===== src/rtl/assert_macros.svh =====
// Assertion macros for the top-level RTL file
`ifndef ASSERT_MACROS_SVH
`define ASSERT_MACROS_SVH
// Implication checked on every rising edge, skipped while reset is high
`define ASSERT_IMP(label, clk, rst, ante, cons, msg) \
   label: assert property (@(posedge clk) disable iff (rst) (ante) |-> (cons)) else $error(msg);
// Next-cycle implication, skipped while reset is high
`define ASSERT_NEXT(label, clk, rst, ante, cons, msg) \
   label: assert property (@(posedge clk) disable iff (rst) (ante) |=> (cons)) else $error(msg);
`endif


===== src/rtl/prta_pkg.sv =====
// Package for the port rate threshold alarm unit: constants, codes and types
package prta_pkg;
   localparam int NumPortsDefault = 64;
   localparam int PortW = 6;
   localparam logic [31:0] DefLinkBps = 32'd131072000;
   localparam logic [6:0] PctScale = 7'd100;

   localparam logic [1:0] EV_NONE  = 2'd0;
   localparam logic [1:0] EV_OVER  = 2'd1;
   localparam logic [1:0] EV_CLEAR = 2'd2;

   localparam logic [2:0] CSR_DROP_EN  = 3'd0;
   localparam logic [2:0] CSR_DROP_THR = 3'd1;
   localparam logic [2:0] CSR_DROP_RES = 3'd2;
   localparam logic [2:0] CSR_BAND_EN  = 3'd3;
   localparam logic [2:0] CSR_BAND_THR = 3'd4;
   localparam logic [2:0] CSR_BAND_RES = 3'd5;
   localparam logic [2:0] CSR_LINK_BPS = 3'd6;

   // divider handshake bundles
   typedef struct packed {
      logic        start;
      logic [127:0] num;
      logic [63:0] den;
   } div_req_type;

   typedef struct packed {
      logic        done;
      logic        sat;   // quotient exceeds 32 bits
      logic [63:0] quo;   // low 64 bits of quotient
   } div_rsp_type;

   // alarm decision: event, value, next over bit and next last-sent time
   typedef struct packed {
      logic [1:0]  ev;
      logic [31:0] val;
      logic        over;
      logic [31:0] last;
   } alarm_type;

   function automatic alarm_type eval_alarm(input logic [31:0] value,
                                            input logic [7:0] thr,
                                            input logic [31:0] resend,
                                            input logic [31:0] now,
                                            input logic over,
                                            input logic [31:0] last);
      alarm_type r;
      logic send;
      r.ev = EV_NONE;
      r.val = '0;
      r.over = over;
      r.last = last;
      send = 1'b0;
      if (thr != 8'd0) begin
         if (value > {24'd0, thr}) begin
            if (resend == 32'd0) send = !over;
            else send = (now - last) > resend;
            if (send) begin
               r.ev = EV_OVER;
               r.val = value;
               r.last = now;
            end
            r.over = 1'b1;
         end else begin
            if (over) begin
               r.ev = EV_CLEAR;
               r.val = value;
            end
            r.over = 1'b0;
            r.last = '0;
         end
      end else begin
         if (over) r.ev = EV_CLEAR;
         r.over = 1'b0;
         r.last = '0;
      end
      return r;
   endfunction
endpackage


===== src/rtl/prta_div.sv =====
// Shared restoring divider, 128-bit dividend by 64-bit divisor, one bit per cycle
module prta_div
   import prta_pkg::*;
(
   input  logic        clock,
   input  logic        reset,
   input  div_req_type req,
   output div_rsp_type rsp
);
   logic [127:0] num_ff, num_in;
   logic [63:0]  den_ff, den_in;
   logic [63:0]  rem_ff, rem_in;
   logic [63:0]  quo_ff, quo_in;
   logic         sat_ff, sat_in;
   logic [7:0]   cnt_ff, cnt_in;
   logic         busy_ff, busy_in;
   logic         done_ff, done_in;
   logic [64:0]  shifted;
   logic         qb;

   always_comb begin
      shifted = {rem_ff, num_ff[127]};
      qb = shifted >= {1'b0, den_ff};
      num_in = num_ff;
      den_in = den_ff;
      rem_in = rem_ff;
      quo_in = quo_ff;
      sat_in = sat_ff;
      cnt_in = cnt_ff;
      busy_in = busy_ff;
      done_in = 1'b0;
      if (req.start) begin
         num_in = req.num;
         den_in = req.den;
         rem_in = '0;
         quo_in = '0;
         sat_in = 1'b0;
         cnt_in = 8'd0;
         busy_in = 1'b1;
      end else if (busy_ff) begin
         num_in = {num_ff[126:0], 1'b0};
         rem_in = qb ? 64'(shifted - {1'b0, den_ff}) : shifted[63:0];
         quo_in = {quo_ff[62:0], qb};
         if (quo_ff[31:0] != '0 && quo_ff[31]) sat_in = 1'b1;
         else if (quo_ff[63:32] != '0) sat_in = 1'b1;
         cnt_in = cnt_ff + 8'd1;
         if (cnt_ff == 8'd127) begin
            busy_in = 1'b0;
            done_in = 1'b1;
         end
      end
   end

   always_ff @(posedge clock) begin
      num_ff <= num_in;
      den_ff <= den_in;
      rem_ff <= rem_in;
      quo_ff <= quo_in;
      sat_ff <= sat_in;
      cnt_ff <= cnt_in;
      if (reset) begin
         busy_ff <= 1'b0;
         done_ff <= 1'b0;
      end else begin
         busy_ff <= busy_in;
         done_ff <= done_in;
      end
   end

   assign rsp.done = done_ff;
   assign rsp.sat = sat_ff || (quo_ff[63:32] != '0);
   assign rsp.quo = quo_ff;
endmodule


===== config.mk =====
export PLATFORM = sky130hd
export DESIGN_NAME = prta_div
export DESIGN_NICKNAME = d
export VERILOG_FILES = /design/src/rtl/assert_macros.svh /design/src/rtl/prta_pkg.sv /design/src/rtl/prta_div.sv
export SDC_FILE = /design/constraint.sdc
export NUM_CORES = 1
export LEC_CHECK = 0
export ABC_CLOCK_PERIOD_IN_PS = 6150
export BUFFER_PORTS_ARGS = -buffer_cell sky130_fd_sc_hd__buf_4
export CELL_PAD_IN_SITES_DETAIL_PLACEMENT = 2
export CELL_PAD_IN_SITES_GLOBAL_PLACEMENT = 2
export CORE_ASPECT_RATIO = 1.4
export CORE_MARGIN = 3
export CORE_UTILIZATION = 40
export CTS_CLUSTER_DIAMETER = 100
export CTS_CLUSTER_SIZE = 28
export DETAILED_ROUTE_END_ITERATION = 10
export PLACE_DENSITY = 0.82
export SLEW_MARGIN = 30
export SYNTH_ARGS = -nofsm -noshare
export SYNTH_HDL_FRONTEND = slang
export SYNTH_SLANG_ARGS = --single-unit

===== constraint.sdc =====
create_clock -name clock -period 6.15 [get_ports clock]
set_input_delay 1.23 -clock clock [delete_from_list [all_inputs] [get_ports clock]]
set_output_delay 1.23 -clock clock [all_outputs]
set_load 0.02 [all_outputs]

# ---- Word level (Yosys, flattened, before mapping)
# Cells that the tools add are included.
dict set report op_classes {
  muxes 9
  div 0
  n_bitwise 1
  n_mul 0
  eq_ne 1
  addsub 2
  n_reduce_logical 8
  n_shift 0
  n_lt_le_gt_ge 1
}
# operator count
set ops {}
lappend ops {{2-to-1 mux 128 bit} 2}
lappend ops {{greater-or-equal comparator 65 x 64 -> 1 bit} 1}
lappend ops {{2-to-1 mux 64 bit} 1}
lappend ops {{nonzero test 32 bit} 2}
lappend ops {{subtractor 64 bit} 1}
lappend ops {{adder 8 x 1 -> 8 bit (second input constant)} 1}
lappend ops {{== test 8 x 7 -> 1 bit (second input constant)} 1}
lappend ops {{2-to-1 mux 1 bit} 6}
lappend ops {{nonzero test 2 bit} 2}
lappend ops {{OR reduction 3 bit} 1}
lappend ops {{AND reduction 2 bit} 1}
lappend ops {{logical AND 1 bit} 1}
lappend ops {{logical OR 1 bit} 1}
lappend ops {{inverter 1 bit} 1}
dict set report word_totals {
  regBits 331
  romBits 0
  mem_count 0
  wordCells 30
  inputBits 195
  ram_bits 0
  out_inout_bits 66
  latch_bits 0
}

# ---- Longest topological paths before layout
dict set report depth {
  ltp_word 4
  mapped_depth 15
  mapped_depth_nobuf 13
}

# ---- Least setup slack after synthesis
# OpenSTA, ideal clock, no wires.
dict set report synth_path {
  kind {input port to flip-flop}
  from {input port req[192] (netlist name)}
  to {register num_ff[0] (enable)}
  path_buffers 1
  required_time_ns 5.670
  arrival_ns 3.984
  path_slack_ns 1.685
  setup_ns 0.480
  stages 3
  cell_sequence {nor2_1 > clkbuf_1 > inv_1}
}
dict set report synth_between {
  elab_chain_cells 1
}
# element line
set synth_rtl {}
lappend synth_rtl {{start: declaration} prta_div.sv:7} ;# input div_req_type req,
lappend synth_rtl {{nonzero test 2 bit (no line)} n/a}
lappend synth_rtl {{end signal: assignment} prta_div.sv:55} ;# num_ff <= num_in;
lappend synth_rtl {{end: declaration} prta_div.sv:10} ;# logic [127:0] num_ff, num_in;
# No other way between the ends.
# A chain may end at the register's enable or synchronous reset.

# ---- Worst setup path after layout
dict set report layout_path {
  from {register den_ff[1]}
  to {register rem_ff[7]}
}
dict set report layout_between {
  elab_chain_cells 2
  word_cells_on_any_way 3
  classes_between {add/sub (1); order compare (1); mux (1)}
}
# element line
set layout_rtl {}
lappend layout_rtl {{start: declaration} prta_div.sv:11} ;# logic [63:0] den_ff, den_in;
lappend layout_rtl {{start signal: assignment} prta_div.sv:56} ;# den_ff <= den_in;
lappend layout_rtl {{subtractor 64 bit / greater-or-equal comparator 65 x 64 -> 1 bit (equally long branches)} {prta_div.sv:42, prta_div.sv:23}}
lappend layout_rtl {{2-to-1 mux 64 bit (*)} prta_div.sv:42} ;# rem_in = qb ? 64'(shifted - {1'b0, den_ff}) : shifted[63:0];
lappend layout_rtl {{end signal: assignment} prta_div.sv:57} ;# rem_ff <= rem_in;
lappend layout_rtl {{end: declaration} prta_div.sv:12} ;# logic [63:0] rem_ff, rem_in;
# Mark *: on every way between the ends. The rest lies on a longest branch, timed or not.

==> flow_summary.toml <==
[global_route]
grt_use_met1_pct = 24.15
grt-busiest-layer = "met2"
grt_pass1_vias = 14470
grt_max_degree = 113
grt.overflow.total = 0
grt_use_met3_pct = 6.646
grt_util_all_layers_pct = 22.82
grt_pass1_wl_um = 82390
grt_antenna_before_repair = 6
met2_usage_pct = 43.47

[pwr]
p_total_mw = 4.708
power_leakage_nw = 8.120
ir_drop_mv = 0.2389
power.density_nw_per_um2 = 238.1

[placement]
dp_cells = 2306
dp_hpwl_um = 39580
dpl_worst_slack_ns = 2.121
port_buffers = 260
postPlaceCellArea_um2 = 19250
routabilityCongestion = 0.8611

[drt]
wl_per_cell_um = 22.25
num_vias = 12780
drt_wl_total_um = 52020
viasPerCell = 5.466
drt_pre_antenna_iters = 5
ant_nets = 0
drt_iter0_drc = 615
drc = 0

[floorplanning]
die_w_um = 179.5
coreArea_um2 = 41400
dieArea_um2 = 44690
io_pins = 261
start_util_pct = 40.73
die_h_um = 248.9
rows = 88

[final_layout]
layout_commonest_cell = "buf_4"
layout_common_cells = "270 x buf_4, 192 x edfxtp_1, 184 x nor2_1"
areaGrowthSynthToFinish_pct = 17.24
drive_gt1_share_pct = 24.53
final_core_util_pct = 47.75
num-fill-cells = 4378
layout.cells.non_filler = 2338
fin_area_um2 = 19770
finalNetCount = 2045

[sta]
layout_min_cycle_time_ns = 4.024
finalSetupViolCount = 0
finalHoldWorstSlack_ns = 0.4921
fin_skew_ns = 0.04309
max_freq_mhz = 248.5
rsz0062_at_grt = "no"
post-route-period-util_pct = 65.42
hold_viol = 0
worst_pin_slew_ns = 0.9497
finalWorstSetupSlack_ns = 2.126
maxSlewHeadroom_pct = 36.69
tns_ns = 0
slew_violations = 0

[worst_setup_path]
required_ns = 6.55
cp_max_fo = 33
r2r-end = "rem_ff[7]"
cp-endpoint = "rem_ff[7]"
crit_path_start_kind = "flop"
arrival_ns = 4.42
worst_r2r_startpoint = "den_ff[1]"
setup.worst_path.end_class = "flop"
r2r_setup_slack_ns = 2.13
startpoint = "den_ff[1]"
rr_worst_depth = 13
worstSetupPathType = "flop to flop"

[synthesis]
ys_warn_count = 0
synthFlopType = "edfxtp_1"
syn_nets = 1838
netlist_instances = 1577
ys_seq_area_share_pct = 50.69
synth_area_leaders = "edfxtp_1 34%, dfxtp_1 17%, mux2_2 8.7%, mux2i_1 4.9%, ha_1 4.8%"
ys_types = 70
synth_area_um2 = 16860
synth-seq-cells = 331
async_flop_share_pct = 0
yosys.area.top_type = "edfxtp_1"
syn_area_per_cell_um2 = 10.69
synth_top_area_share_pct = 34.19
synth_edf_count = 192

[worst_hold_path]
min_from = "quo_ff[0]"
hold_path_class = "flop to flop"

[run_status]
status = "finished, final reports clean"

[flow_run]
maxCapViolations = 0

[clocking]
clkTransAtPathRegs_ns = 0.12
clkLatencyLatePin_ns = 0.54
root_buffer = "clkbuf_16"
cts_resized = 0
clockBufferDepth = 3
tritoncts = "done"
cts_setup_buffers = 0
cts-hold-fix-buffers = 0
cts_sinks = 331
htree_levels = 1
cts_made_buffers = 16
[critical path, cell delays in order (launching register included)]
cell      delay, ns
edfxtp_1       0.40
inv_1          0.06
ha_1           0.30
nor2b_1        0.14
o21ai_0        0.22
a21oi_1        0.18
o211ai_1       0.31
a31o_2         0.37
o211ai_2       0.15
a21oi_4        0.67
buf_4          0.46
mux2_2         0.39
mux2i_1        0.15
nor2_1         0.05
[logic make-up after synthesis]
| kind of cell | after synthesis | synth area share, % |
|---|---|---|
| AOI/OAI and AO/OA | 347 | 13.09 |
| DFF | 331 | 50.69 |
| buffers and inverters | 164 | 3.940 |
| xor gates and xnor gates | 58 | 3.013 |
| and+or+nand+nor | 399 | 10.77 |
| adders and majority gates | 66 | 4.942 |
| muxes | 212 | 13.55 |
[cells in the mapped netlist (all sizes together), types with 7 or more instances]
cell / number
o211ai: 10
o21ai: 67
inv: 81
edfxtp: 192
a21o: 26
nand4: 22
nor4: 13
clkbuf: 57
or3: 7
xnor2: 32
o21bai: 17
nand2: 89
and4: 8
nor2: 185
nor2b: 10
mux2i: 82
ha: 65
buf: 26
nor3: 16
mux2: 130
nand3: 14
o21a: 13
nand2b: 11
a31oi: 11
dfxtp: 139
xor2: 26
a211oi: 37
a21oi: 122
[power by group]
| group | internal, mW | switching [mW] | leakage [nW] |
|---|---|---|---|
| logic | 0.368 | 0.472 | 4.83 |
| registers | 2.52 | 0.0685 | 3.04 |
| clock network | 0.554 | 0.728 | 0.249 |
[final cells by class]
type	instances	area, um^2	share of cell area, %
multi-input combinational	1082	7652	38.71
clock buffer	25	475.5	2.405
antenna	4	10.01	0.05063
clock inverter	3	33.78	0.1709
inverter	81	309.0	1.563
timing repair buffer	272	2062	10.43
tap	540	675.6	3.418
sequential	331	8552	43.26
[metal layers]
layer | up-vias | part of all wire (%)
met5 | - | 0.088
met4 | 6 | 2.9
met3 | 76 | 6.5
met2 | 244 | 54
met1 | 6327 | 37
li1 | 6127 | -
[flip-flops by register name, summed over array words and instances (netlist names)]
| signal | cells |
|---|---|
| den_ff | 64 |
| busy_ff | 1 |
| quo_ff | 64 |
| done_ff | 1 |
| sat_ff | 1 |
| cnt_ff | 8 |
| num_ff | 128 |
| rem_ff | 64 |
[worst min path at each step]
| stage | cells past startpoint | slack (ns) | endpoint |
|---|---|---|---|
| 5_1_grt | 2 | 0.52 | quo_ff[0] |
| 2_1_floorplan | 2 | 0.45 | rem_ff[6] |
| 4_1_cts | 2 | 0.50 | rem_ff[2] |
| 3_5_place_dp | 2 | 0.48 | quo_ff[0] |
| 6_report | 2 | 0.49 | quo_ff[0] |
| 3_3_place_gp | 2 | 0.46 | cnt_ff[7] |
Note: power is estimated with default switching activity, not from simulation.
